## src/hw/rtl/bole_pkg.sv

```systemverilog
`default_nettype none

package bole_pkg;

    // Payload field widths
    localparam int OP_W    = 3;
    localparam int VAL_W   = 32;
    localparam int STAT_W  = 2;
    localparam int CNT_W   = 5;

    // Operation codes
    typedef enum logic [OP_W-1:0] {
        OP_PUSH_FRONT = 3'd0,
        OP_INSERT     = 3'd1,
        OP_POP        = 3'd2,
        OP_REMOVE     = 3'd3,
        OP_CLEAR      = 3'd4
    } op_t;

    // Result status codes
    typedef enum logic [STAT_W-1:0] {
        ST_OK    = 2'd0,
        ST_FULL  = 2'd1,
        ST_EMPTY = 2'd2
    } status_t;

    // Controller states
    typedef enum logic [1:0] {
        S_IDLE,
        S_SCAN,
        S_FINISH,
        S_RESP
    } ctl_state_t;

    // Controller to datapath commands
    typedef struct packed {
        logic start;   // latch a new request
        logic issue;   // read the next entry
        logic finish;  // tail write and length update
        logic load;    // load the result register
    } ctl_cmd_t;

    // Datapath to controller status
    typedef struct packed {
        logic scan_done;  // a read has been issued for every entry of the pass
        logic pend;       // a read is still returning
        logic out_free;   // result register can take a new result
    } dp_sts_t;

endpackage

`default_nettype wire

```

## src/hw/rtl/bole_ctrl.sv

```systemverilog
`default_nettype none

module bole_ctrl
    import bole_pkg::*;
(
    input  wire logic     clk,
    input  wire logic     rst_n,
    input  wire logic     in_valid,
    output logic          in_ready,
    input  wire dp_sts_t  sts,
    output ctl_cmd_t      cmd
);

    ctl_state_t state_reg, state_next;

    // State register
    always_ff @(posedge clk or negedge rst_n)
    begin
        if (!rst_n)
        begin
            state_reg <= S_IDLE;
        end
        else
        begin
            state_reg <= state_next;
        end
    end

    // Next state and commands
    always_comb
    begin
        state_next = state_reg;
        cmd        = '0;
        in_ready   = 1'b0;
        unique case (state_reg)
            S_IDLE:
            begin
                in_ready = 1'b1;
                if (in_valid)
                begin
                    cmd.start  = 1'b1;
                    state_next = S_SCAN;
                end
            end
            S_SCAN:
            begin
                if (!sts.scan_done)
                begin
                    cmd.issue = 1'b1;
                end
                else if (!sts.pend)
                begin
                    state_next = S_FINISH;
                end
            end
            S_FINISH:
            begin
                cmd.finish = 1'b1;
                state_next = S_RESP;
            end
            S_RESP:
            begin
                if (sts.out_free)
                begin
                    cmd.load   = 1'b1;
                    state_next = S_IDLE;
                end
            end
            default:
            begin
                state_next = S_IDLE;
            end
        endcase
    end

endmodule

`default_nettype wire

```

## config.mk

```make
export PLATFORM = sky130hd
export DESIGN_NAME = bole_ctrl
export DESIGN_NICKNAME = d
export VERILOG_FILES = /design/src/hw/rtl/bole_pkg.sv /design/src/hw/rtl/bole_ctrl.sv
export SDC_FILE = /design/constraint.sdc
export NUM_CORES = 1
export LEC_CHECK = 0
export ABC_AREA = 1
export CAP_MARGIN = 10
export CORE_AREA = 3 3 40 42
export DETAILED_ROUTE_END_ITERATION = 8
export DIE_AREA = 0 0 43 45
export DONT_BUFFER_PORTS = 1
export PLACE_DENSITY_LB_ADDON = 0.2
export SKIP_LAST_GASP = 1
export SYNTH_ARGS = -nofsm -noshare
export SYNTH_HDL_FRONTEND = slang
export SYNTH_SLANG_ARGS = --single-unit
```

## constraint.sdc

```tcl
create_clock -name clk -period 1 [get_ports clk]
set_input_delay 0.05 -clock clk [delete_from_list [all_inputs] [get_ports clk]]
set_output_delay 0.05 -clock clk [all_outputs]
set_load 0.01 [all_outputs]
```

Word level (Yosys, flattened, before mapping)

Cells that the tools add are included.

Add/sub/neg operators: 0
Multipliers: 0
Divide/modulo/power cells: 0
Magnitude comparators: 0
Eq/ne operators: 7
Shift operators: 0
Muxes and demuxes: 13
Bitwise gates (word level): 0
Reductions and logical operators: 2

Operators by type and width:

| kind                                                 | count |
|---|---|
| 2-to-1 mux 1 bit                                     | 8 |
| 2-to-1 mux 2 bit                                     | 4 |
| inequality test 2 bit (second input constant)        | 4 |
| one-hot mux 2 bit (4 select lines)                   | 1 |
| equality test 2 bit (second input constant)          | 2 |
| AND reduction 4 bit                                  | 1 |
| equality test 2 x 1 -> 1 bit (second input constant) | 1 |
| zero test 2 bit                                      | 1 |

Flip-flop bits (word level): 2
Latch bits: 0
Bits in writable memories: 0
ROM bits: 0
Input bits: 6
Output and inout port bits: 5
Word-level logic and storage cells: 23
Memories: 0

Longest topological paths before layout

Gate-level depths: netlist of run 1.

Depth in word-level cells: 3
Depth in mapped cells: 7
Mapped depth without buffers: 7

Worst setup path after synthesis of run 1

OpenSTA, ideal clock, no wires.

Path type: flip-flop to flip-flop
Start point: reg state_reg[0]
End point: reg state_reg[0]
Setup time: 0.120 ns
Data arrival time: 1.025 ns
Required time: 0.880 ns
Setup slack: -0.145 ns
Cell stages (with the launch flop): 6
Buffers on the path: 0
Clock period less this slack: 1.145 ns
Path through: dfrtp_1 inv_1 ha_1 or2_1 nand3_1 nand2_1

Longest elaborated chain between the ends: 3
Elaborated cells between the ends (all ways): 10
Those cells by class: 7 x eq/ne; 1 x mux; 2 x reduce/logical

Ends and longest elaborated chain:

| element                                                    | RTL line        | source |
|---|---|---|
| from (decl)                                                | bole_ctrl.sv:14 | `ctl_state_t state_reg, state_next;` |
| from (signal assigned)                                     | bole_ctrl.sv:25 | `state_reg <= state_next;` |
| equality test 2 x 1 -> 1 bit, or another cell as far along | bole_ctrl.sv:35 | `unique case (state_reg)` |
| inequality test 2 bit (no source line)                     | n/a             |  |
| AND reduction 4 bit (no source line)                       | n/a             |  |

Parallel ways exist; a longest one is shown, timed or not.
A chain may end at the register's enable or synchronous reset.

==> impl_metrics.yaml, run 1 <==
layout:
  insertedDiodeCount: 0
  filler_cell_count: 145
  largest_reg_flops: 2
  multi_input_area_um2: 203.9
  nets: 53
  final_layout_size_suffix_gt1_frac: 0.7805
  area_growth_pct: 89.94
  instances_no_fill: 56
  register_area_um2: 52.55
  stdcell_area_um2: 401.6
drt:
  drt_first_pass_iters: 1
  drtAntennaViolNets: 0
  routed_wl_um: 484
  wl_per_cell_um: 8.643
  vias: 217
  dr.first_iter.drc_count: 0
  viasPerCell: 3.875
  drc: 0
die:
  num_rows: 13
  dieArea_um2: 1935
  die_y_um: 45
  fp.coreArea_um2: 1285
  start_util: 0.1646
  boundaryPins: 11
  fp.dieW_um: 43
placed_design:
  io_buffers: 0
  placed_cells: 50
  dpl_cell_area_um2: 275.3
  gp_congestion: 0.6122
  dp_hpwl_um: 351.5
global_routing:
  grt_util_all_layers: 0.05667
  grt_max_degree: 5
  antenna_found_initial: 0
  grt_pass1_vias: 211
  grt_pass1_wl_um: 793
  grt_overflow: 0
sta:
  skew_ns: 0.006169
  hold_violations: 0
  finalSetupViolCount: 7
  fin_crit_sh: 1.157
  relSlewSlack: 0.9010
  max_freq_mhz: 864.3
  grt_setup_unrepaired: "true"
  tightest_slew_ns: 0.1485
  setup_ws_ns: -0.1570
  maxSlewViolCount: 0
  period_minus_slack_ns: 1.157
clocking:
  cts_tree: "yes"
  insertion_delay_ns: 0.22
  root_buffer: "clkbuf_4"
  cts_htree_levels: 1
  cts_buffers: 3
  clock_sinks: 2
  cts_max_path_buffers: 2
  path_clk_slew_ns: 0.03
setup_path:
  crit_required_ns: 0.95
  critPathMaxFanout: 4
  max_stage_delay_ns: 0.45
  cp_num_buf_inv: 3
  path_delay_family: "flip-flops"
  worst_setup_path_end_kind: "output pin"
  path_class: "flop to output pin"
  worstPathCellList: "inv_4 > ha_4 > buf_6 > nand2_2 > inv_2"
  cp.arrival_ns: 1.11
  crit_path_start_kind: "flop"
  crit_slowest_cell: "dfrtp_2"
pwr:
  max-vdd-ir-drop_v: 0.001530
  power_mw: 1.313
  power.leakage_nw: 0.2068
  powerDensity_nw_per_um2: 3270
yosys:
  avgSynthCellArea_um2: 6.821
  ys_seq_area_frac: 0.2367
  ys_ff_latch: 2
  ys_types: 9
  synthCells: 31
  synth_fp_nets: 41
  ys_warn_count: 0
  netlist_area_um2: 211.5
run:
  maxCapViolations: 0
run_status:
  status: "finished with violations"
  violations: "negative setup slack"
worst_hold_path:
  min_path_type: "primary input to async pin"
==> power by group <==
group	switching, mW	internal (mW)	total [mW]
Clock	0.0432	0.132	0.175
Sequential	0.0881	0.135	0.223
Combinational	0.455	0.460	0.915
Total	0.586	0.727	1.31
==> cells in the mapped netlist <==
cell / instances / share of area
dfrtp_1: 2 / 0.24
nand3_1: 2 / 0.047
inv_1: 9 / 0.16
nand2_1: 6 / 0.11
o21ai_1: 2 / 0.047
or2_1: 1 / 0.030
ha_1: 4 / 0.24
nand2_2: 4 / 0.12
inv_2: 1 / 0.018
==> per-layer routing <==
layer	share of wire	GRT usage	up-vias	wire length, um
li1	-	-	109	-
met1	0.39	0.05556	100	191
met2	0.51	0.09581	8	248
met3	0.093	0.02789	0	45
met4	0	0.03614	0	0
met5	0	0	-	0
==> metrics by stage <==
step                  util  setup slack, ns  setup TNS (ns)  hold slack (ns)
floorplan                -         -0.07730         -0.1367          -0.2456
global placement    0.2142          -0.1356         -0.2644          -0.2455
detailed placement  0.2142          -0.1327         -0.2616          -0.2455
CTS                 0.2795          -0.1709         -0.8532          0.05230
global route        0.3126          -0.2189          -1.262          0.05036
finish              0.3126          -0.1570         -0.8272          0.05598
==> logic make-up (layout without fill, tap and decap cells) <==
logic type,after synthesis,in the layout,share of synthesized area
compound gates,2,2,0.04734
fa+ha+maj,4,4,0.2367
buf+inv,10,20,0.1775
flops,2,2,0.2367
simple gates,13,13,0.3018
==> final timing paths <==
check | from | slack, ns | cells past startpoint | end
min in group clk | sts[1] | 0.09 | 4 | state_reg[0]
max in group asynchronous | rst_n | 0.80 | 1 | state_reg[1]
setup reg to reg | state_reg[1] | -0.12 | 7 | state_reg[1]
setup / recovery | state_reg[1] | -0.16 | 5 | cmd[3]
hold / removal | rst_n | 0.06 | 1 | state_reg[0]
hold reg to reg | state_reg[0] | 0.68 | 3 | state_reg[0]
==> final cells by class <==
type	instances	share of cell area
flip-flops and latches	2	0.1308
inverters	10	0.1121
repair buffers	7	0.1464
multi-input cells	19	0.5078
well taps	15	0.04673
clock buffers	3	0.05607
==> layout by cell type (no fill, tap or decap) <==
master	instances
inv_4	3
nand2_1	3
nand2_4	3
or2_1	1
dfrtp_2	2
clkbuf_4	3
nand2_2	4
inv_1	4
ha_2	1
buf_6	1
ha_4	3
nand3_2	2
buf_4	5
o21ai_2	2
inv_2	3
dlygate4sd3_1	1
==> worst register-to-register path: cells and delay by family (launching register included) <==
kind | cells | cell delay, ns
buf+inv | 2 | 0.14
flops | 1 | 0.45
simple gates | 4 | 0.27
fa+ha+maj | 1 | 0.14
==> what timing repair did <==
item	CTS	global route
gates resized for setup	14	9
pin swaps	5	5
hold buffers	1	0
cloned	0	0
setup endpoints to repair	7	7
endpoints found under the hold margin	2	0
buffers inserted	1	1
(Power assumes the default switching activity.)
==> run 2, diff against run 1 <==
--- a/config.mk
+++ b/config.mk
@@ -5,9 +5,9 @@
 export SDC_FILE = /design/constraint.sdc
 export NUM_CORES = 1
 export LEC_CHECK = 0
-export ABC_AREA = 1
 export CAP_MARGIN = 10
 export CORE_AREA = 3 3 40 42
+export CTS_BUF_LIST = sky130_fd_sc_hd__clkbuf_4 sky130_fd_sc_hd__clkbuf_8 sky130_fd_sc_hd__clkbuf_16
 export DETAILED_ROUTE_END_ITERATION = 8
 export DIE_AREA = 0 0 43 45
 export DONT_BUFFER_PORTS = 1
==> run 2 against run 1 <==
Critical path type is now flop to flop. Routed wire length shrank 7.0%. Flip-flop and latch count is the same. Power shrank 5.8%. Clock power is essentially flat. Critical path depth shrank 1. Sequential power shrank 22%. Count of clock-buffer cells in the layout is the same. Synthesized area shrank 17%. Utilization shrank 4.5 points. Non-clock buffer count grew 1. The run still ends with negative setup slack left.
==> impl_metrics.yaml, run 2 <==
setup_path:
  crit_path_start_kind: "flop"
  ff2ff_setup_slack_ns: -0.52
  max_stage_delay_ns: 0.40
  regToRegEndpoint: "state_reg[1]"
  worst_setup_path_end_kind: "flop"
  reg2reg_from: "state_reg[0]"
  crit_required_ns: 1.10
  crit_cells: 4
  worstPathCellList: "ha_2 > a222oi_1 > buf_4 > mux2_4"
  path_class: "flop to flop"
  critPathMaxFanout: 3
  crit_slowest_cell: "dfrtp_1"
  path_delay_family: "flip-flops"
  cp_num_buf_inv: 1
  worst-r2r-cell-count: 4
  cp.arrival_ns: 1.62
drt:
  vias: 170
  viasPerCell: 3.864
  drt_first_pass_iters: 4
  dr.first_iter.drc_count: 3
  routed_wl_um: 450
  drtAntennaViolNets: 0
  wl_per_cell_um: 10.23
  drc: 0
run:
  maxCapViolations: 0
yosys:
  synth_top_area_frac: 0.2837
  synth_area_leader_cell: "dfrtp_1"
  ys_seq_area_frac: 0.2837
  synth_ff_type: "dfrtp_1"
  avgSynthCellArea_um2: 9.801
  synth_area_leaders: "dfrtp_1 (28%), ha_1 (28%), inv_1 (8.5%)"
  synth_common_cells: "ha_1 (4), inv_1 (4), dfrtp_1 (2)"
  async_reset_ff_frac: 1.000
  ys_warn_count: 0
  synth_fp_nets: 28
  synth-edff-count: 0
  ys_types: 11
  netlist_area_um2: 176.4
  ys_ff_latch: 2
  synthCells: 18
global_routing:
  grt_overflow: 0
  grt_pass1_wl_um: 814
  grt_util_all_layers: 0.05995
  grt_max_degree: 4
  antenna_found_initial: 0
  grt_pass1_vias: 204
layout:
  largest_reg_flops: 2
  nets: 41
  insertedDiodeCount: 0
  filler_cell_count: 136
  instances_no_fill: 44
  final_cell_mix: "buf_6 (4), clkbuf_4 (3), buf_4 (3)"
  area_growth_pct: 95.04
  final_layout_size_suffix_gt1_frac: 0.7241
  layout_commonest_cell: "buf_6"
sta:
  max_freq_mhz: 658.2
  setup_ws_ns: -0.5193
  period_minus_slack_ns: 1.519
  fin_crit_sh: 1.519
  relSlewSlack: 0.8265
  skew_ns: 0.0001681
  hold_violations: 0
  tightest_slew_ns: 0.2602
  finalSetupViolCount: 7
  maxSlewViolCount: 0
  grt_setup_unrepaired: "true"
  setup_tns_ns: -1.530
worst_hold_path:
  min_path_type: "primary input to async pin"
clocking:
  cts_max_path_buffers: 2
  cts_tree: "yes"
  cts_buffers: 3
  path_clk_slew_ns: 0.03
  clock_sinks: 2
  insertion_delay_ns: 0.22
  root_buffer: "clkbuf_4"
  cts_htree_levels: 1
pwr:
  powerDensity_nw_per_um2: 3596
  max-vdd-ir-drop_v: 0.0009737
  power.leakage_nw: 0.1602
die:
  start_util: 0.1373
  fp.coreArea_um2: 1285
  num_rows: 13
  fp.dieW_um: 43
  boundaryPins: 11
  dieArea_um2: 1935
  die_y_um: 45
placed_design:
  gp_congestion: 0.7259
  placed_cells: 38
  io_buffers: 0
  dp_hpwl_um: 324.7
run_status:
  status: "finished with violations"
  violations: "negative setup slack"
run 2: final cells by class:
| cell class | instances | area (um2) | area share |
|---|---|---|---|
| tap | 15 | 18.77 | 0.05455 |
| multi-input combinational | 12 | 160.2 | 0.4655 |
| timing repair buffer | 8 | 77.57 | 0.2255 |
| clock buffer | 3 | 22.52 | 0.06545 |
| inverter | 4 | 15.01 | 0.04364 |
| sequential | 2 | 50.05 | 0.1455 |
run 2: repair_timing:
action,4_1_cts,5_1_grt
endpoints found under the setup margin,7,7
pin swaps,2,3
hold endpoints to repair,2,0
buffers inserted,2,1
hold buffers,1,0
gates resized for setup,13,5
run 2: kinds of logic after synthesis:
| group | after synthesis | share of synthesized area |
|---|---|---|
| buffers and inverters | 4 | 0.08508 |
| adder cells (fa/ha/maj) | 4 | 0.2837 |
| AO/OA/AOI/OAI | 1 | 0.05674 |
| multiplexers | 2 | 0.1206 |
| AND/OR/NAND/NOR | 5 | 0.1703 |
| flip-flops | 2 | 0.2837 |
run 2: worst max-delay path by stage:
stage                 startpoint      endpoint  slack [ns]
CTS                 state_reg[1]  state_reg[1]       -0.50
detailed placement  state_reg[0]  state_reg[0]       -0.57
global placement    state_reg[1]  state_reg[1]       -0.50
finish              state_reg[0]  state_reg[1]       -0.52
global route        state_reg[0]  state_reg[1]       -0.57
floorplan           state_reg[1]  state_reg[1]       -0.52
run 2: layer usage:
metal  global-route usage  part of all wire  up-vias
met5                    0                 0        -
met4              0.03614                 0        0
met1              0.06506              0.41       80
met2              0.08683              0.46       10
li1                     -                 -       80
met3              0.03984              0.12        0
run 2: metrics by stage:
| stage | cell area (um2) | utilization | total power, mW | hold slack, ns | setup WS, ns |
|---|---|---|---|---|---|
| after floorplan | 178.9 | - | 0.4715 | -0.2456 | -0.5238 |
| after global placement | 235.2 | 0.1831 | 0.6877 | -0.2455 | -0.5050 |
| after detailed placement | 235.2 | 0.1831 | 0.7081 | -0.2455 | -0.5679 |
| after CTS | 325.3 | 0.2532 | 1.177 | 0.04929 | -0.5041 |
| after global routing | 344.1 | 0.2678 | 1.370 | 0.05503 | -0.5654 |
| final | 344.1 | 0.2678 | 1.237 | 0.06132 | -0.5193 |
run 2: power by group:
group          switching, mW  leakage (nW)  internal [mW]  total, mW
clock network         0.0434        0.0138          0.132      0.176
registers             0.0438        0.0235          0.129      0.173
logic                  0.346         0.123          0.543      0.889
