<file path="src/hw/rtl/bole_pkg.sv">
`default_nettype none

package bole_pkg;

    // Payload field widths
    localparam int OP_W    = 3;
    localparam int VAL_W   = 32;
    localparam int STAT_W  = 2;
    localparam int CNT_W   = 5;

    // Operation codes
    typedef enum logic [OP_W-1:0] {
        OP_PUSH_FRONT = 3'd0,
        OP_INSERT     = 3'd1,
        OP_POP        = 3'd2,
        OP_REMOVE     = 3'd3,
        OP_CLEAR      = 3'd4
    } op_t;

    // Result status codes
    typedef enum logic [STAT_W-1:0] {
        ST_OK    = 2'd0,
        ST_FULL  = 2'd1,
        ST_EMPTY = 2'd2
    } status_t;

    // Controller states
    typedef enum logic [1:0] {
        S_IDLE,
        S_SCAN,
        S_FINISH,
        S_RESP
    } ctl_state_t;

    // Controller to datapath commands
    typedef struct packed {
        logic start;   // latch a new request
        logic issue;   // read the next entry
        logic finish;  // tail write and length update
        logic load;    // load the result register
    } ctl_cmd_t;

    // Datapath to controller status
    typedef struct packed {
        logic scan_done;  // a read has been issued for every entry of the pass
        logic pend;       // a read is still returning
        logic out_free;   // result register can take a new result
    } dp_sts_t;

endpackage

`default_nettype wire

</file>
<file path="src/hw/rtl/bole_ram.sv">
`default_nettype none

module bole_ram #(
    parameter int WIDTH = 32,
    parameter int DEPTH = 16,
    localparam int AW = (DEPTH > 1) ? $clog2(DEPTH) : 1
) (
    input  wire logic             clk,
    input  wire logic             we,
    input  wire logic [AW-1:0]    waddr,
    input  wire logic [WIDTH-1:0] wdata,
    input  wire logic             re,
    input  wire logic [AW-1:0]    raddr,
    output logic      [WIDTH-1:0] rdata
);

    logic [WIDTH-1:0] mem [DEPTH];

    // One write port, one registered read port
    always_ff @(posedge clk)
    begin
        if (we)
        begin
            mem[waddr] <= wdata;
        end
        if (re)
        begin
            rdata <= mem[raddr];
        end
    end

endmodule

`default_nettype wire

</file>
<file path="src/hw/rtl/bole_datapath.sv">
`default_nettype none

module bole_datapath
    import bole_pkg::*;
#(
    parameter int DEPTH = 16
) (
    input  wire logic              clk,
    input  wire logic              rst_n,
    input  wire ctl_cmd_t          cmd,
    output dp_sts_t                sts,
    input  wire logic [OP_W-1:0]   in_op,
    input  wire logic [VAL_W-1:0]  in_value,
    input  wire logic              out_ready,
    output logic                   out_valid,
    output logic [STAT_W-1:0]      out_status,
    output logic [VAL_W-1:0]       out_popped_value,
    output logic [CNT_W-1:0]       out_removed_count,
    output logic [CNT_W-1:0]       out_length_after
);

    localparam int AW = (DEPTH > 1) ? $clog2(DEPTH) : 1;
    localparam int CW = $clog2(DEPTH + 1);
    localparam logic [CW-1:0] DEPTH_C = CW'(DEPTH);
    localparam logic [CW-1:0] ONE_C   = CW'(1);

    // Request and pass state
    op_t             op_reg;
    logic [VAL_W-1:0] val_reg;
    status_t         stat_reg, stat_next;
    logic [CW-1:0]   len_reg;
    logic [CW-1:0]   lim_reg, lim_next;
    logic [CW-1:0]   rd_idx_reg;
    logic            rv_reg;
    logic [AW-1:0]   rpos_reg;
    logic [CW-1:0]   wr_ptr_reg;
    logic [CW-1:0]   rem_reg;
    logic [VAL_W-1:0] carry_reg;
    logic            ins_reg;
    logic [VAL_W-1:0] pop_reg;

    // Result register
    logic               out_valid_reg;
    logic [STAT_W-1:0]  out_status_reg;
    logic [VAL_W-1:0]   out_pop_reg;
    logic [CNT_W-1:0]   out_rem_reg;
    logic [CNT_W-1:0]   out_len_reg;

    // Entry memory ports
    logic             ram_we;
    logic [AW-1:0]    ram_waddr;
    logic [VAL_W-1:0] ram_wdata;
    logic [VAL_W-1:0] ram_rdata;

    // Per-entry decisions
    logic is_ins_op;
    logic take_slot;
    logic drop;

    bole_ram #(
        .WIDTH (VAL_W),
        .DEPTH (DEPTH)
    ) u_entries (
        .clk   (clk),
        .we    (ram_we),
        .waddr (ram_waddr),
        .wdata (ram_wdata),
        .re    (cmd.issue),
        .raddr (rd_idx_reg[AW-1:0]),
        .rdata (ram_rdata)
    );

    // Status and pass length of a new request
    always_comb
    begin
        stat_next = ST_OK;
        lim_next  = '0;
        case (op_t'(in_op))
            OP_PUSH_FRONT, OP_INSERT:
            begin
                if (len_reg >= DEPTH_C)
                begin
                    stat_next = ST_FULL;
                end
                else
                begin
                    lim_next = len_reg;
                end
            end
            OP_POP:
            begin
                if (len_reg == '0)
                begin
                    stat_next = ST_EMPTY;
                end
                else
                begin
                    lim_next = len_reg;
                end
            end
            OP_REMOVE:
            begin
                lim_next = len_reg;
            end
            default:
            begin
                lim_next = '0;
            end
        endcase
    end

    // Entry returned from memory: shift-in or compaction write; tail write at finish
    always_comb
    begin
        is_ins_op = (op_reg == OP_PUSH_FRONT) || (op_reg == OP_INSERT);
        take_slot = !ins_reg && ((op_reg == OP_PUSH_FRONT) ||
                    ($signed(ram_rdata) >= $signed(val_reg)));
        drop      = (op_reg == OP_POP) ? (rpos_reg == '0) : (ram_rdata == val_reg);
        ram_we    = 1'b0;
        ram_waddr = rpos_reg;
        ram_wdata = ram_rdata;
        if (rv_reg)
        begin
            if (is_ins_op)
            begin
                if (take_slot)
                begin
                    ram_we    = 1'b1;
                    ram_wdata = val_reg;
                end
                else if (ins_reg)
                begin
                    ram_we    = 1'b1;
                    ram_wdata = carry_reg;
                end
            end
            else if (!drop)
            begin
                ram_we    = 1'b1;
                ram_waddr = wr_ptr_reg[AW-1:0];
            end
        end
        else if (cmd.finish && (stat_reg == ST_OK) && is_ins_op)
        begin
            // last entry moves back one, or the value lands at the end
            ram_we    = 1'b1;
            ram_waddr = len_reg[AW-1:0];
            ram_wdata = ins_reg ? carry_reg : val_reg;
        end
    end

    // Length survives between requests
    always_ff @(posedge clk or negedge rst_n)
    begin
        if (!rst_n)
        begin
            len_reg       <= '0;
            rv_reg        <= 1'b0;
            out_valid_reg <= 1'b0;
        end
        else
        begin
            rv_reg <= cmd.issue;
            if (cmd.finish && (stat_reg == ST_OK))
            begin
                case (op_reg)
                    OP_PUSH_FRONT, OP_INSERT: len_reg <= len_reg + ONE_C;
                    OP_POP, OP_REMOVE:        len_reg <= wr_ptr_reg;
                    OP_CLEAR:                 len_reg <= '0;
                    default:                  len_reg <= len_reg;
                endcase
            end
            if (cmd.load)
            begin
                out_valid_reg <= 1'b1;
            end
            else if (out_ready)
            begin
                out_valid_reg <= 1'b0;
            end
        end
    end

    // Pass registers
    always_ff @(posedge clk)
    begin
        if (cmd.start)
        begin
            op_reg     <= op_t'(in_op);
            val_reg    <= in_value;
            stat_reg   <= stat_next;
            lim_reg    <= lim_next;
            rd_idx_reg <= '0;
            wr_ptr_reg <= '0;
            rem_reg    <= '0;
            ins_reg    <= 1'b0;
            pop_reg    <= '0;
        end
        else
        begin
            if (cmd.issue)
            begin
                rd_idx_reg <= rd_idx_reg + ONE_C;
                rpos_reg   <= rd_idx_reg[AW-1:0];
            end
            if (rv_reg)
            begin
                if (is_ins_op)
                begin
                    if (take_slot || ins_reg)
                    begin
                        carry_reg <= ram_rdata;
                        ins_reg   <= 1'b1;
                    end
                end
                else if (drop)
                begin
                    rem_reg <= rem_reg + ONE_C;
                    if (op_reg == OP_POP)
                    begin
                        pop_reg <= ram_rdata;
                    end
                end
                else
                begin
                    wr_ptr_reg <= wr_ptr_reg + ONE_C;
                end
            end
        end
        if (cmd.load)
        begin
            out_status_reg <= stat_reg;
            out_pop_reg    <= pop_reg;
            out_rem_reg    <= (op_reg == OP_REMOVE) ? CNT_W'(rem_reg) : '0;
            out_len_reg    <= CNT_W'(len_reg);
        end
    end

    assign sts.scan_done = (rd_idx_reg == lim_reg);
    assign sts.pend      = rv_reg;
    assign sts.out_free  = !out_valid_reg || out_ready;

    assign out_valid         = out_valid_reg;
    assign out_status        = out_status_reg;
    assign out_popped_value  = out_pop_reg;
    assign out_removed_count = out_rem_reg;
    assign out_length_after  = out_len_reg;

endmodule

`default_nettype wire

</file>
<file path="config.mk">
export PLATFORM = sky130hd
export DESIGN_NAME = bole_datapath
export DESIGN_NICKNAME = d
export VERILOG_FILES = /design/src/hw/rtl/bole_pkg.sv /design/src/hw/rtl/bole_ram.sv /design/src/hw/rtl/bole_datapath.sv
export SDC_FILE = /design/constraint.sdc
export NUM_CORES = 1
export LEC_CHECK = 0
export BUFFER_PORTS_ARGS = -buffer_cell sky130_fd_sc_hd__buf_2
export CAP_MARGIN = 20
export CORE_MARGIN = 2
export CORE_UTILIZATION = 32
export DETAILED_ROUTE_END_ITERATION = 12
export PLACE_DENSITY = 0.52
export SLEW_MARGIN = 40
export SYNTH_ARGS = -nofsm -noshare
export SYNTH_HDL_FRONTEND = slang
export SYNTH_SLANG_ARGS = --single-unit
</file>
<file path="constraint.sdc">
create_clock -name clk -period 5.2 [get_ports clk]
set_input_delay 0.52 -clock clk [delete_from_list [all_inputs] [get_ports clk]]
set_output_delay 0.52 -clock clk [all_outputs]
set_load 0.005 [all_outputs]
</file>
# ---- After elaboration in Yosys (flattened, before gate mapping)
# Memory sizes are Yosys's and may differ from the RTL's. A register that Yosys moved wholly into a read port is not among the register bits.
# Cells that the tools add are included.
dict set report op_classes {
  bitwise_logic 3
  n_mux 28
  add_sub_neg 4
  n_eq_ne 9
  n_reduce_logical 26
  n_lt_le_gt_ge 2
}
# op count
set op_table {}
lappend op_table {{$mux 32} 6}
lappend op_table {{$eq 32x32->1} 1}
lappend op_table {{$ge 32x32->1} 1}
lappend op_table {{$pmux 5 s3} 2}
lappend op_table {{$add 5x1->5 const B} 4}
lappend op_table {{$mux 4} 4}
lappend op_table {{$eq 3x2->1 const B} 4}
lappend op_table {{$mux 1} 12}
lappend op_table {{$mux 5} 2}
lappend op_table {{$reduce_and 3->1} 3}
lappend op_table {{$reduce_and 4->1} 2}
lappend op_table {{$eq 3x1->1 const B} 2}
lappend op_table {{$logic_not 3->1} 2}
lappend op_table {{$reduce_or 2->1} 3}
lappend op_table {{$eq 5x5->1} 1}
lappend op_table {{$ge 5x5->1 const B} 1}
lappend op_table {{$logic_not 5->1} 1}
lappend op_table {{$logic_not 4->1} 1}
lappend op_table {{$logic_or 1x1->1} 4}
lappend op_table {{$pmux 2 s2} 1}
lappend op_table {{$reduce_and 2->1} 2}
lappend op_table {{$eq 3x3->1 const B} 1}
lappend op_table {{$logic_and 1x1->1} 3}
lappend op_table {{$not 1->1} 3}
lappend op_table {{5 further kinds} 6}
dict set report totals {
  memories 1
  ff_bits 177
  out_inout_bits 48
  ramBits 512
  elab_cells 91
}
# name depth width read_ports rd_ports_with_merged_regs write_ports line_no
set memory_table {}
lappend memory_table {u_entries.mem 16 32 1 1 1 bole_ram.sv:17} ;# logic [WIDTH-1:0] mem [DEPTH];

# ---- Logic depth before layout (Yosys ltp)
# Gate-level depths: netlist of run 1.
dict set report logic_depth {
  word_depth 8
  mapped_depth 12
  depth_no_buf 10
}

# ---- Hierarchy
# From an unflattened synthesis of run 1, not the netlist that was laid out.
dict set report unflattened {
  hier_cells 1488
  area_unflattened_um2 27958.1
}
# module instances cells_each area_per_inst_um2
set by_module_without_submodules {}
lappend by_module_without_submodules {bole_ram 1 838 20155.6}
lappend by_module_without_submodules {bole_datapath 1 650 7802.5}

# ---- Least setup slack after synthesis of run 1
# Ideal clock, no wire load.
dict set report synth_path {
  path_type {register to register}
  from {register u_entries.rdata[31], read port of u_entries.mem}
  to {memory u_entries.mem[3][0] (enable)}
  t_required_ns 4.739
  t_arrival_ns 4.383
  stages_incl_launch_ff 10
  slack_ns 0.356
  period_less_slack_ns 4.844
  n_path_buf 0
  setup_time_ns 0.461
  path_cell_list {edfxtp_1 ha_1 nand4_4 nor4_4 a21boi_2 o21ai_4 and3_1 o31ai_2 or2_4 nor3_1}
}
dict set report synth_between {
  elab_chain_cells 8
  word_cells_on_any_way 14
}
# element line_no
set synth_lines {}
lappend synth_lines {{start: declaration} bole_ram.sv:14} ;# output logic [WIDTH-1:0] rdata
lappend synth_lines {{$ge 32x32->1} bole_datapath.sv:117} ;# ($signed(ram_rdata) >= $signed(val_reg)));
lappend synth_lines {{$logic_or 1x1->1} bole_datapath.sv:116} ;# take_slot = !ins_reg && ((op_reg == OP_PUSH_FRONT) ||
lappend synth_lines {{$logic_and 1x1->1} bole_datapath.sv:116}
lappend synth_lines {{$mux 1} bole_datapath.sv:126} ;# if (take_slot)
lappend synth_lines {{$mux 1} bole_datapath.sv:124} ;# if (is_ins_op)
lappend synth_lines {{$mux 1} bole_datapath.sv:122} ;# if (rv_reg)
lappend synth_lines {{$mux 1} bole_ram.sv:22} ;# if (we)
lappend synth_lines {{$mux 1 (implied by the code)} bole_ram.sv:24} ;# mem[waddr] <= wdata;
lappend synth_lines {{end: declaration} bole_ram.sv:17}
# Several ways; a longest one is shown, not always the timed one.

# ---- Worst setup path in the final report of run 1
dict set report layout_path {
  from {register u_entries.rdata[15], read port of u_entries.mem}
  to {memory u_entries.mem[15][27] (enable)}
}
# Same word-level chain as after synthesis.

==> run metrics, run 1 <==
status finished clean; Routed Wire Length about 75 mm; antenna viol nets, final 0; # diodes 0; global route overflow 0; unique cell type count in the Yosys netlist 61; TNS Setup 0 ns; share of post-route cells with drive strength above 1 0.282; YS warnings 0; Finish-stage setup viols 0; Synth async-reset ratio 0.00971; Max Clock Freq about 240 MHz; Root Driver clkbuf_16; static leakage between 0.01 and 0.015 uW; CTS tree done; die width 304 um; worst min path class in2reg; CP endpoint kind flip-flop; commonest register cell after synthesis edfxtp_1; H-tree Lvls 3; critical path type reg2reg; clk slew on worst S/H paths 0.06 ns; Yosys top cell area share 0.697; number of global-route vias before repair 15100; Tot Pwr 13700 uW; TritonCTS Buffers 79; Avg WL per Cell 25.6 um; most frequent cell after synthesis edfxtp_1; startpoint types flip-flop; unrepaired setup endpoints after global routing false; Nets 1793; Buffers on Ports between 80 and 90; gr usage total 0.164; vias per inst 5.20; core area 0.0886 mm2; Final Hold Vio Count 0; Tcrit/Tclk final 0.814; Fillers 8156; pin count of the biggest net entering global routing 59; Worst EP arrival 4.49 ns; worst vdd ir 0.209 mV; Hold Worst Slack approximately 0.11 ns; Clock Sinks 721; Initial Util 0.324; Cell Rows 109; routability cong. 0.821; worst skew pair latency 0.64 ns; Yosys reg bits 721; Post-Syn Instances around 1500; Max clock buf depth 3; die area 0.0921 mm2; Area Overhead vs Synth 17.4%; Post-synth EDFFs 666; synth cell count leaders 666 x edfxtp_1, 160 x mux4_2, 115 x nand2_1; DPL Wire Length 46.2 mm; initial antenna violation count 7; first-pass GRT wire length 108 mm; Mapped Area 0.0287 mm2; DR DRC count 0; fin area 0.0337 mm2; part of the Yosys area used for sequential elements 0.736; cell taking the most area after synthesis edfxtp_1; worst slew pin tran 0.816 ns; placed cell areas ~0.031 mm2; CTS resizes 0; Final Max Slew Viols 0; net count after synthesis 1624; Final Critical Period 4.23 ns; Clock Skews 0.0317 ns; total number of vias 15300; Syn Area/Cell 18.6 um2; largest cells by area after synthesis edfxtp_1 70%, mux4_2 13%, dfxtp_1 3.3%, ha_1 1.6%, nand2_1 1.5%; Max-Slew Margin vs Limit 0.456; maxcap violations 0; max reg flops 512; Die Span Y 304 um; io pins 90; CP Data Required Time 5.46 ns; DRT iter0 DRCs 1724; PD cells slightly above 400 mW/mm2; Largest Register u_entries.mem; TritonRoute pass-1 iters 6; CP max FO 22
per-layer routing:
layer | track usage | wire, um | up-vias
met3 | 0.0264 | 4840 | 104
met2 | 0.245 | 33700 | 558
met5 | 0 | 34 | -
met4 | 0.0407 | 1520 | 4
li1 | - | - | 6538
met1 | 0.251 | 35100 | 8061
layout make-up:
type                    count  area, um2  share of cell area
repair buffers            169       1120              0.0334
flip-flops and latches    721      21100               0.628
multi-input cells         701       7230               0.215
well taps                1165       1460              0.0433
clock inverters            39        427              0.0127
inverters                  42        158             0.00468
clock buffers             101       2150              0.0639
where the power goes:
part / switching (uW) / internal (uW) / leakage [uW]
Combinational: 787 / 497 / 0.00323
Sequential: 146 / 6720 / 0.00657
Clock: 2230 / 3360 / 0.00125
Total: 3160 / 10600 / 0.0110
logic make-up (layout without fill, tap and decap cells):
logic type	count (synthesis)	after routing	share of synthesized area
flip-flops	721	721	0.736
AND/OR/NAND/NOR	272	272	0.0464
AO/OA/AOI/OAI	204	204	0.0483
multiplexers	171	171	0.129
buffers and inverters	123	351	0.0185
adder cells (fa/ha/maj)	37	37	0.0161
XOR/XNOR	17	17	0.00519
cells in the final DEF (no fill, tap or decap), drive strengths merged, types with 6 or more instances in the layout:
cell and n:
nand4 15, nor2 59, nand3 10, edfxtp 666
a22oi 26, o31ai 27, dfxtp 48, mux4 160
a211oi 11, xnor2 6, nor3 25, a21oi 76
o22ai 7, clkinv 25, mux2i 11, nand2 115
bufinv 9, nand2b 8, nor2b 6, xor2 11
o21ai 42, ha 37, and3 13, dfrtp 7
clkbuf 101, inv 44, buf 168
critical path: stages (launching register included):
cell and delay (ns):
edfxtp_1 0.47, ha_1 0.36, nand4_1 0.25, nor4_2 0.53, a21boi_2 0.14, o21ai_4 0.24
and3_1 0.21, o31ai_2 0.10, or2_1 0.38, nor3_4 0.59, buf_4 0.55
worst paths after layout:
path                       slack [ns]           startpoint                    end  cells past startpoint
min                              0.11         in_value[22]            val_reg[22]                      1
min reg2reg                      0.43          pop_reg[31]   out_popped_value[31]                      0
max in group asynchronous        4.76                rst_n             len_reg[1]                      2
max                              0.97  u_entries.rdata[15]  u_entries.mem[15][27]                     10
max reg2reg                      0.97  u_entries.rdata[15]  u_entries.mem[15][27]                     10
min in group asynchronous        0.27                rst_n                 rv_reg                      2
what timing repair did:
item,4_1_cts,5_1_grt
endpoints found under the hold margin,7,0
setup buffers,0,0
hold buffers,1,0
through the flow:
stage	util	std cells	worst slack [ns]
detailed placement	0.351	2797	1.01
global route	0.380	2938	0.748
global placement	0.349	2792	0.926
CTS	0.380	2938	0.985
finish	0.380	2938	0.966
floorplan	-	1545	0.356
Power figures use the tool's default switching activity.
==> run 2: changes to the inputs <==
==> constraint.sdc (replaced) <==
create_clock -name clk -period 3.7 [get_ports clk]
set_input_delay 0.37 -clock clk [delete_from_list [all_inputs] [get_ports clk]]
set_output_delay 0.37 -clock clk [all_outputs]
set_load 0.005 [all_outputs]
==> run 2 against run 1 <==
  * Hold slack worse by 0.069 ns
  * Design area is 2.3% higher
  * Setup slack worse by 0.79 ns
  * Critical path type unchanged
  * Largest cell class unchanged
==> run metrics, run 2 (same netlist as run 1, synthesis figures left out) <==
DRT iter0 DRCs 1365 (-21%); Avg WL per Cell 23.9 um (-6.6%); Initial Util 0.324 (unchanged); H-tree Lvls 3 (unchanged); DPL Wire Length 48.6 mm (+5.3%); CTS tree done; Root Driver clkbuf_16; CP endpoint kind flip-flop; max reg flops 512 (unchanged); fin area 0.0345 mm2 (+2.3%); worst min path class in2reg; most frequent cells in the layout 666 x edfxtp_1, 160 x mux4_2, 115 x nand2_1, 89 x buf_4, 89 x buf_2; M1 GR Usage 0.250 (-0.000356); PD cells 559 mW/mm2 (+37%); initial antenna violation count 9 (+2); clk slew on worst S/H paths 0.06 ns (about the same); number of global-route vias before repair 15100 (-0.053%); die area 0.0921 mm2 (unchanged); CP Data Required Time 4.15 ns (-1.31 ns); reg2reg setup slack 0.17 ns (-0.79 ns); routability cong. 0.832 (+1.3%); Setup WS pre-CTS 0.135 ns (-0.879 ns); vias per inst 5.07 (-2.5%); Clock Sinks 721 (unchanged); Largest Register u_entries.mem; Area Overhead vs Synth 20.1%; die width 304 um (unchanged); unrepaired setup endpoints after global routing false; M3 GR Usage 0.0273 (+0.000928); worst vdd ir 0.336 mV (+61%); worst skew pair latency 0.65 ns (about the same); global route overflow 0 (unchanged); Nets 1852 (+3.3%); placed cell areas 0.0317 mm2 (+2.0%); pin count of the biggest net entering global routing 50 (-15%); CP max FO 34 (+55%); Fillers 8057 (-1.2%); DR DRC count 0 (unchanged); antenna viol nets, final 0 (unchanged); Hold Worst Slack 0.0380 ns (-0.0686 ns); Final Max Slew Viols 0 (unchanged); static leakage 0.0114 uW (+3.4%); status finished clean; GRT met2 Usage 0.217 (-0.0281); gr usage total 0.157 (-0.00785); total number of vias 15200 (-0.45%); TritonCTS Buffers 78 (-1.3%); critical path type reg2reg; io pins 90 (unchanged); Final Non-Filler Cells 2999 (+2.1%); Routed Wire Length 71.8 mm (-4.6%); Buffers on Ports 89 (unchanged); Final Critical Period 3.53 ns (-0.707 ns); Clock Skews 0.0348 ns (+0.00303 ns); startpoint types flip-flop; first-pass GRT wire length 105 mm (-3.4%); Max clock buf depth 3 (unchanged); GRT busiest layer met1; Die Span Y 304 um (unchanged); Tot Pwr 19300 uW (+40%); Final Hold Vio Count 0 (unchanged); worst slew pin tran 0.743 ns (-0.0731 ns); Cell Rows 109 (unchanged); Worst EP arrival 3.98 ns (-0.51 ns); final worst slack 0.173 ns (-0.793 ns); # diodes 0 (unchanged); Finish-stage setup viols 0 (unchanged); commonest non-fill, non-tap cell in the layout edfxtp_1; Max Clock Freq 283 MHz (+20%); share of post-route cells with drive strength above 1 0.298 (+0.0157); Max-Slew Margin vs Limit 0.505 (+0.0488); maxcap violations 0 (unchanged); core area 0.0886 mm2 (unchanged); dpl cells 2835 (+1.4%); Tcrit/Tclk final 0.953 (+0.139); TritonRoute pass-1 iters 5 (-1)
run 2: cell count changes in the layout (fill, tap and decap cells not counted), sizes merged:
cell         previous run  this run
buf                   168       208
bufinv                  9         5
clkbuf                101        95
clkinv                 25        31
clkinvlp                3         5
dlygate4sd3             1        21
inv                    44        47
run 2: worst max-delay path: stages (launching register included):
cell and delay, ns:
edfxtp_1 0.41, inv_1 0.09, ha_1 0.30, nand4_1 0.21
buf_4 0.22, nor4_4 0.34, nor3b_2 0.31, a211oi_2 0.09
a21o_1 0.25, buf_12 0.20, mux2i_1 0.14, a211oi_1 0.42
buf_4 0.31
run 2: path summary, 6_finish.rpt:
kind | startpoint | to | cells after the start
max in group asynchronous | rst_n | len_reg[1] | 2
hold / removal | in_value[17] | val_reg[17] | 1
hold reg to reg | pop_reg[27] | out_popped_value[27] | 0
setup / recovery | val_reg[25] | u_entries.mem[15][26] | 12
min in group asynchronous | rst_n | len_reg[4] | 2
setup reg to reg | val_reg[25] | u_entries.mem[15][26] | 12
run 2: per-stage QoR:
stage / utilization / TNS (ns)
2_1_floorplan: - / -83.74
3_3_place_gp: 0.357 / 0
3_5_place_dp: 0.358 / 0
4_1_cts: 0.388 / 0
5_1_grt: 0.389 / 0
6_report: 0.389 / 0
run 2: what timing repair did:
action	CTS	global route
resized for setup	0	5
setup endpoints to repair	0	512
hold endpoints to repair	27	0
setup buffers	0	2
hold buffers	21	0
run 2: power by group:
| group | total (uW) | switching [uW] | leakage, uW | internal [uW] |
|---|---|---|---|---|
| Sequential | 9630 | 190 | 0.00657 | 9440 |
| Combinational | 2060 | 1250 | 0.00365 | 809 |
| Clock | 7570 | 3260 | 0.00121 | 4320 |
run 2: final cells by class:
| type | instances | area, um2 | share of cell area |
|---|---|---|---|
| Sequential cell | 721 | 21100 | 0.613 |
| Multi-Input combinational cell | 701 | 7270 | 0.211 |
| Clock buffer | 95 | 2030 | 0.0588 |
| Timing Repair Buffer | 229 | 1930 | 0.0560 |
| Tap cell | 1165 | 1460 | 0.0423 |
| Clock inverter | 46 | 483 | 0.0140 |
| Inverter | 42 | 158 | 0.00457 |
run 2: per-layer routing:
layer	routed length, um	share of wire	vias up
met5	12	0.00017	-
met4	1350	0.019	2
met3	4730	0.066	91
met2	30100	0.42	499
met1	35600	0.50	7944
li1	-	-	6661
==> run 3: changes to the inputs <==
==> constraint.sdc (replaced) <==
create_clock -name clk -period 3.7 [get_ports clk]
set_input_delay 0.185 -clock clk [delete_from_list [all_inputs] [get_ports clk]]
set_output_delay 0.185 -clock clk [all_outputs]
set_load 0.005 [all_outputs]
==> run 3 against run 2 <==
  * Clock skew down 0.016 ns
  * Sequential share of layout area down 0.20 points
  * Design area up 0.33%
  * Power down 0.57%
  * Count of clock-buffer cells in the layout up 12
  * Non-clock buffer count up 17
  * Fmax down 0.43%
  * Hold slack better by 0.015 ns
  * Routed wire length up 1.4%
==> run metrics, run 3 (same netlist as run 1, synthesis figures left out) <==
Final Hold Vio Count 0 (unchanged); Worst EP arrival 3.99 ns (about the same); Cell Rows 109 (unchanged); Final Max Slew Viols 0 (unchanged); TritonCTS Buffers 78 (unchanged); routability cong. 0.803 (-3.4%); DPL Wire Length 48.5 mm (-0.12%); number of global-route vias before repair 15400 (+2.0%); static leakage 0.0115 uW (+0.44%); CTS tree done; crit path launch val_reg[25]; Setup WS pre-CTS 0.0703 ns (-0.0643 ns); die area 0.0921 mm2 (unchanged); DR DRC count 0 (unchanged); total number of vias 15300 (+0.64%); final worst slack 0.157 ns (-0.0151 ns); CP max FO 23 (-32%); Root Driver clkbuf_16; status finished clean; startpoint types flip-flop; initial antenna violation count 7 (-2); Clock Sinks 721 (unchanged); Hold Worst Slack 0.0534 ns (+0.0154 ns); max reg flops 512 (unchanged); DRT iter0 DRCs 1400 (+2.6%); CP Data Required Time 4.15 ns (about the same); die width 304 um (unchanged); pin count of the biggest net entering global routing 53 (+6.0%); Clock Skews 0.0184 ns (-0.0163 ns); Buffers on Ports 89 (unchanged); Net Sw Power 4590 uW (-2.4%); Logic pwr share 0.108 (about the same); Hold Path Origin cmd[3]; Max clock buf depth 3 (unchanged); Avg WL per Cell 24.1 um (+0.84%); Routed Wire Length 72.8 mm (+1.4%); CP endpoint kind flip-flop; first-pass GRT wire length 106 mm (+1.4%); TNS Setup 0 ns (unchanged); worst min path class in2reg; Finish-stage setup viols 0 (unchanged); Clock Power Share 0.390 (-0.003); gr usage total 0.159 (+0.00197); Die Span Y 304 um (unchanged); worst reg2reg path startpoint val_reg[25]; critical path type reg2reg; Max Clock Freq 282 MHz (-0.43%); Area Overhead vs Synth 20.5%; Initial Util 0.324 (unchanged); core area 0.0886 mm2 (unchanged); Final Util 0.390 (+0.00128); dpl cells 2829 (-0.21%); vias per inst 5.07 (+0.11%); Nets 1869 (+0.92%); most frequent cells in the layout 666 x edfxtp_1, 160 x mux4_2, 115 x nand2_1, 91 x buf_4, 89 x buf_2; worst vdd ir 0.342 mV (+1.8%); io pins 90 (unchanged); clk slew on worst S/H paths 0.06 ns (about the same); TritonRoute pass-1 iters 5 (unchanged); share of post-route cells with drive strength above 1 0.293 (-0.00426); PD cells 554 mW/mm2 (-0.90%); Sequential Power Share 0.503 (+0.003); commonest non-fill, non-tap cell in the layout edfxtp_1; P_int 14600 uW (about the same); Final Non-Filler Cells 3015 (+0.53%); H-tree Lvls 3 (unchanged); switching share of power 0.240 (-0.00439); Fillers 8031 (-0.32%); antenna viol nets, final 0 (unchanged); maxcap violations 0 (unchanged); Max-Slew Margin vs Limit 0.453 (-0.0519); global route overflow 0 (unchanged); Largest Register u_entries.mem; worst slew pin tran 0.821 ns (+0.0779 ns); Tcrit/Tclk final 0.957 (+0.00407); worst skew pair latency 0.63 ns (-0.02 ns); Final Critical Period 3.54 ns (+0.0151 ns)
## run 3: cell count changes in the layout (fill, tap and decap cells not counted), moves of 3 or more
| cell | before | now |
|---|---|---|
| dlygate4sd3_1 | 21 | 39 |
| clkbuf_8 | 1 | 6 |
| clkinv_1 | 11 | 7 |
| diode_2 | 0 | 3 |
| clkinv_2 | 13 | 10 |
| clkbuf_1 | 16 | 21 |
| clkinv_4 | 4 | 1 |
| clkinvlp_4 | 5 | 2 |
| buf_12 | 29 | 25 |
| clkbuf_16 | 78 | 82 |
## run 3: area by class of cell
| class | instances | area (um2) | share of cell area |
|---|---|---|---|
| Clock buffer | 107 | 2160 | 0.0625 |
| Inverter | 42 | 158 | 0.00456 |
| Multi-Input combinational cell | 701 | 7290 | 0.211 |
| Clock inverter | 30 | 292 | 0.00843 |
| Timing Repair Buffer | 246 | 2070 | 0.0598 |
| Antenna cell | 3 | 7.51 | 0.000217 |
| Sequential cell | 721 | 21100 | 0.611 |
| Tap cell | 1165 | 1460 | 0.0421 |
## run 3: worst max-delay path: stages, from the launching register on
cell and delay (ns):
edfxtp_1 0.41, inv_1 0.09, ha_1 0.30, nand4_1 0.19, buf_4 0.20, nor4_4 0.36
nor3b_2 0.37, a211oi_2 0.11, a21o_1 0.24, buf_4 0.26, mux2i_1 0.17, a211oi_2 0.35
buf_4 0.29
## run 3: timing repair
action | 4_1_cts | 5_1_grt
endpoints found under the hold margin | 47 | 0
gates resized for setup | 0 | 8
setup endpoints to repair | 0 | 420
hold buffers | 39 | 0
buffers inserted | 0 | 4
## run 3: through the flow
stage	instance area [um2]	total power (uW)
2_1_floorplan	28800	10900
3_3_place_gp	31500	11800
3_5_place_dp	31600	11800
4_1_cts	34400	19400
5_1_grt	34600	19900
6_report	34600	19200
## run 3: final timing paths
check / depth (start not counted) / slack (ns) / end
min in group asynchronous: 3 / 0.54 / len_reg[0]
worst max-delay path: 12 / 0.16 / u_entries.mem[15][26]
worst max register to register: 12 / 0.16 / u_entries.mem[15][26]
max in group asynchronous: 3 / 2.91 / rv_reg
worst min register to register: 0 / 0.42 / out_popped_value[27]
worst min-delay path: 2 / 0.05 / wr_ptr_reg[4]
## run 3: power by group through the flow
| stage | sequential, uW | combinational (uW) | clock (uW) |
|---|---|---|---|
| global route | 9660 | 2240 | 7980 |
| CTS | 9630 | 2060 | 7690 |
| detailed placement | 9800 | 2020 | 0 |
| floorplan | 9720 | 1170 | 0 |
| finish | 9630 | 2060 | 7470 |
| global placement | 9790 | 1980 | 0 |
## run 3: per-layer routing
| metal | wire, um | track usage | share of wire | up-vias |
|---|---|---|---|---|
| li1 | - | - | - | 6710 |
| met1 | 36400 | 0.254 | 0.50 | 8045 |
| met2 | 31000 | 0.224 | 0.43 | 467 |
| met3 | 4250 | 0.0240 | 0.058 | 73 |
| met4 | 1130 | 0.0387 | 0.015 | 0 |
| met5 | 0 | 0 | 0 | - |
